==> src/hdl/iss_pkg.sv <==
// ----------------------------------------------------------------------------
// iss_pkg
// Shared widths, codes and defaults for the indexed set swap-remove unit.
// ----------------------------------------------------------------------------
package iss_pkg;

  // Field widths of the stream words
  localparam int VALUE_W  = 32;
  localparam int ACTION_W = 2;
  localparam int PICK_W   = 6;
  localparam int STATUS_W = 3;
  localparam int OCC_W    = 7;

  // Packed stream widths (tdata padded to whole bytes)
  localparam int IN_DATA_W  = 40;
  localparam int IN_USER_W  = ACTION_W;
  localparam int OUT_DATA_W = 40;
  localparam int OUT_USER_W = 1 + STATUS_W;

  // Default store depth
  localparam int CAPACITY_DEF = 64;

  // Operation codes
  localparam logic [ACTION_W-1:0] ACT_INSERT = 2'd0;
  localparam logic [ACTION_W-1:0] ACT_REMOVE = 2'd1;
  localparam logic [ACTION_W-1:0] ACT_PICK   = 2'd2;

  // Result status codes
  localparam logic [STATUS_W-1:0] ST_OK      = 3'd0;
  localparam logic [STATUS_W-1:0] ST_PRESENT = 3'd1;
  localparam logic [STATUS_W-1:0] ST_ABSENT  = 3'd2;
  localparam logic [STATUS_W-1:0] ST_FULL    = 3'd3;
  localparam logic [STATUS_W-1:0] ST_RANGE   = 3'd4;

endpackage

==> src/hdl/iss_ram.sv <==
// ----------------------------------------------------------------------------
// iss_ram
// Shadow copy of the value store for indexed reads. One write port and two
// registered read ports; a read at the address written in the same cycle
// returns the new data.
// ----------------------------------------------------------------------------
module iss_ram import iss_pkg::*; #(
  parameter int CAPACITY = CAPACITY_DEF,
  parameter int AW       = 6
) (
  input  logic               clk_i,
  input  logic               wr_en_i,
  input  logic [AW-1:0]      wr_addr_i,
  input  logic [VALUE_W-1:0] wr_data_i,
  input  logic               rd_en_i,
  input  logic [AW-1:0]      rd_a_addr_i,
  input  logic [AW-1:0]      rd_b_addr_i,
  output logic [VALUE_W-1:0] rd_a_data_o,
  output logic [VALUE_W-1:0] rd_b_data_o
);

  logic [VALUE_W-1:0] mem [CAPACITY];
  logic [VALUE_W-1:0] rd_a_q;
  logic [VALUE_W-1:0] rd_b_q;

  // Write port
  always_ff @(posedge clk_i) begin
    if (wr_en_i) begin
      mem[wr_addr_i] <= wr_data_i;
    end
  end

  // Read ports, write-first on an address collision
  always_ff @(posedge clk_i) begin
    if (rd_en_i) begin
      if (wr_en_i && (wr_addr_i == rd_a_addr_i)) begin
        rd_a_q <= wr_data_i;
      end else begin
        rd_a_q <= mem[rd_a_addr_i];
      end
      if (wr_en_i && (wr_addr_i == rd_b_addr_i)) begin
        rd_b_q <= wr_data_i;
      end else begin
        rd_b_q <= mem[rd_b_addr_i];
      end
    end
  end

  assign rd_a_data_o = rd_a_q;
  assign rd_b_data_o = rd_b_q;

endmodule

==> config.mk <==
export PLATFORM = sky130hd
export DESIGN_NAME = iss_ram
export DESIGN_NICKNAME = d
export VERILOG_FILES = /design/src/hdl/iss_pkg.sv /design/src/hdl/iss_ram.sv
export SDC_FILE = /design/constraint.sdc
export NUM_CORES = 2
export LEC_CHECK = 0
export ABC_CLOCK_PERIOD_IN_PS = 9300
export CAP_MARGIN = 20
export CORE_ASPECT_RATIO = 1.1
export CORE_MARGIN = 3
export CORE_UTILIZATION = 57
export DETAILED_ROUTE_END_ITERATION = 8
export DONT_BUFFER_PORTS = 1
export GPL_ROUTABILITY_DRIVEN = 0
export GPL_TIMING_DRIVEN = 0
export PLACE_DENSITY = 0.77
export SYNTH_ARGS = -nofsm -noshare
export SYNTH_HDL_FRONTEND = slang
export SYNTH_SLANG_ARGS = --single-unit
==> constraint.sdc <==
create_clock -name clk_i -period 9.3 [get_ports clk_i]
set_input_delay 2.79 -clock clk_i [delete_from_list [all_inputs] [get_ports clk_i]]
set_output_delay 2.79 -clock clk_i [all_outputs]
set_load 0.03 [all_outputs]
==> summary.md <==
| Metric | Value |
|---|---|
| Total number of vias | `60000` |
| Most frequent CP cell | `sky130_fd_sc_hd__clkbuf_1` |
| Power density of the placed cells | `194 nW/um^2` |
| Initial DRT Pass Iterations | `9` |
| Final worst path period share | `80.5%` |
| Net count after synthesis | `5024` |
| Reported max-cap violation count | `0` |
| Worst hold-check path type | `flop to flop` |
| Clock transition at the registers of the reported paths | `0.07 ns` |
| Port-buffer cells | `0` |
| Final Critical Period | `7.49 ns` |
| Slew headroom | `4.63%` |
| Vias in the first global route | `58800` |
| Largest cells by area after synthesis | `sky130_fd_sc_hd__edfxtp_1 (65%), sky130_fd_sc_hd__mux4_2 (19%), sky130_fd_sc_hd__mux2i_1 (4.8%)` |
| First-pass GRT wire length | `462 mm` |
| Quantity of gates resized following cts | `0` |
| Detailed-placement wirelength estimate | `225 mm` |
| Max Transition Viols Final | `0` |
| Worst Tran Pin Value | `1.42 ns` |
| Post-synth top cells | `sky130_fd_sc_hd__edfxtp_1 (2112), sky130_fd_sc_hd__mux4_2 (826), sky130_fd_sc_hd__mux2i_1 (463)` |
| Leading register cell type out of synthesis | `sky130_fd_sc_hd__edfxtp_1` |
| Overall power consumption | `21200 uW` |
| TNS Setup | `0 ns` |
| Final hold violations | `0` |
| Setup Viol. Count Final | `0` |
| Area Growth Syn to Fin | `12.5%` |
| Number of buffers added for setup after CTS | `0` |
| Mapped Area | `97400 sq um` |
| Crit-path max cell delay | `0.97 ns` |
| Post-route DRC violation count | `0` |
| Core region area | `169000 sq um` |
| Fraction of registers with async set/reset | `0%` |
| Maximum number of pins on one net before global-route repair | `67` |
| TritonCTS buffer count | `210` |
| Remaining Overflow, GRT | `0` |
| Maximum count of clock buffers along a single path | `3` |
| Critical path's slowest cell | `sky130_fd_sc_hd__buf_1` |
| Layout cell share with drive strength beyond 1 | `32.0%` |
| Clock latency reported for the late side of the worst-skew pair | `0.88 ns` |
| Drt total wl | `335 mm` |
| Static leakage | `0.0351 uW` |
| CP Max Fanout | `10` |
| Number of antenna violations at the first check in global routing | `49` |
| Critical path data required time | `9.87 ns` |
| Yosys top cell by area | `sky130_fd_sc_hd__edfxtp_1` |
| Final ANT Viol Nets | `0` |
| Bufs and invs on worst path | `5` |
| Die ar. | `176000 sq um` |
| Clock tree root driver cell | `sky130_fd_sc_hd__clkbuf_16` |
| Worst endpoint data arrival time | `8.05 ns` |
| Run status | `finished, final reports clean` |
| Library cells used by synthesis | `50` |
| Count of state elements after synthesis | `2112` |
| Die boundary height | `439 microns` |
| Synth Instances | `4971` |
| Critical path startpoint category | `input pin` |
| Worst-case vdd ir drop | `0.000218 V` |
| Post-detailed-route wirelength per cell | `43.4 microns` |
| Critical path's top delay family | `buffers and inverters` |
| Fmax | `134 MHz` |
| DRC marker count from the first detailed-route iteration | `12000` |
| EDFF count, synth | `2112` |
| # H-tree levels | `4` |
| Area share of the largest cell type after synthesis | `65.1%` |
| Number of primary I/O pins | `117` |
| Via/cell ratio | `7.77` |
| Sort of element at the end of the critical path | `flop` |
| Net count reported at finish | `5335` |
| Width of the chip | `400 microns` |
| Mapped Avg Cell Area | `19.6 sq um` |
| Cell-by-cell trace of the critical path | `clkbuf_1, buf_2, inv_2, nor2_1, clkbuf_1, buf_1, a221oi_1, a22oi_1, a31oi_1, a211o_1` |
| Initial Util | `57.5%` |
| Total routing resource utilization after global routing | `38.4%` |
| Number of sinks driven by the clock tree | `2112` |
| Most instantiated library cell after synthesis | `sky130_fd_sc_hd__edfxtp_1` |
| Quantity of hold-fixing buffers added after cts | `0` |
| Core Rows | `158` |
| Sequential area share after synthesis | `65.1%` |
| Clock skew after layout | `0.0454 ns` |
| Critical path class | `input pin to flop` |
| Count of warnings emitted by yosys | `0` |
| CTS tree | `built` |
| Unrepaired setup endpoints after global routing | `no` |
==> where the power goes <==
part / switching (uW) / internal, uW / leakage, uW
clock network: 3700 / 4930 / 0.00336
logic: 1200 / 687 / 0.0126
registers: 96.9 / 10600 / 0.0191
total: 5000 / 16200 / 0.0351
==> registers in the layout, summed over array words and instances (netlist names) <==
name,flops
mem,2048
rd_a_data_o,32
rd_b_data_o,32
==> cell families after synthesis <==
kind of cell,share of synthesized area [%]
AO/OA/AOI/OAI,4.95
XOR/XNOR,0.108
buffers and inverters,1.90
flip-flops,65.1
multiplexers,26.7
AND/OR/NAND/NOR,1.20
==> final timing paths <==
check / slack [ns] / from / to / depth (start not counted)
setup / recovery: 1.81 / rd_a_addr_i[0] / rd_a_data_o[26] / 10
setup reg to reg: 5.78 / mem[5][4] / rd_b_data_o[4] / 6
hold / removal: 1.01 / mem[34][13] / rd_a_data_o[13] / 4
hold reg to reg: 1.01 / mem[34][13] / rd_a_data_o[13] / 4
==> worst reg2reg max path: cells and delay by family (launching register included) <==
family | cells | cell delay (ns)
AO/OA/AOI/OAI | 3 | 1.63
flip-flops | 1 | 0.41
multiplexers | 2 | 1.08
AND/OR/NAND/NOR | 1 | 0.09
==> per-layer routing <==
layer | track usage [%] | vias to the layer above | wire (microns)
li1 | - | 22300 | -
met1 | 46.3 | 30500 | 104000
met2 | 54.0 | 5892 | 143000
met3 | 15.6 | 1409 | 50500
met4 | 31.3 | 20 | 36500
met5 | 3.26 | - | 1030
==> area by class of cell <==
class,count,area [sq um]
flip-flops and latches,2112,63400
fillers,11100,59700
multi-input cells,2442,32700
clock buffers,263,5540
well taps,2240,2800
plain buffers,409,1820
repair buffers,99,1810
clock inverters,126,1330
diodes,26,65.1
inverters,8,30.0
==> placed cells by master, fill, tap and decap left out, types with 43 or more instances in the layout <==
cell,netlist,routed
sky130_fd_sc_hd__nor2_4,0,62
sky130_fd_sc_hd__mux2i_1,463,462
sky130_fd_sc_hd__clkbuf_1,183,232
sky130_fd_sc_hd__nor2b_1,43,43
sky130_fd_sc_hd__a22o_1,60,60
sky130_fd_sc_hd__a22oi_1,101,101
sky130_fd_sc_hd__buf_1,43,43
sky130_fd_sc_hd__buf_2,165,168
sky130_fd_sc_hd__a21oi_1,44,44
sky130_fd_sc_hd__a221oi_1,93,91
sky130_fd_sc_hd__mux4_2,826,826
sky130_fd_sc_hd__edfxtp_1,2112,2112
sky130_fd_sc_hd__o22ai_1,152,152
sky130_fd_sc_hd__mux2_2,246,246
sky130_fd_sc_hd__a211oi_1,64,54
sky130_fd_sc_hd__clkbuf_16,0,214
sky130_fd_sc_hd__nor2_1,108,46
==> metrics by stage <==
step	hold slack [ns]	util (%)	std cells	setup WS [ns]	cell area [sq um]
floorplan	0.803	-	4971	3.08	97400
global placement	0.981	59.2	7211	0.757	100000
detailed placement	0.980	60.5	7293	1.73	102000
CTS	1.00	64.6	7682	2.59	109000
global route	1.05	64.7	7709	2.25	109000
finish	1.01	64.7	7725	1.81	109000
No activity file was read; power rests on OpenSTA's default activity.
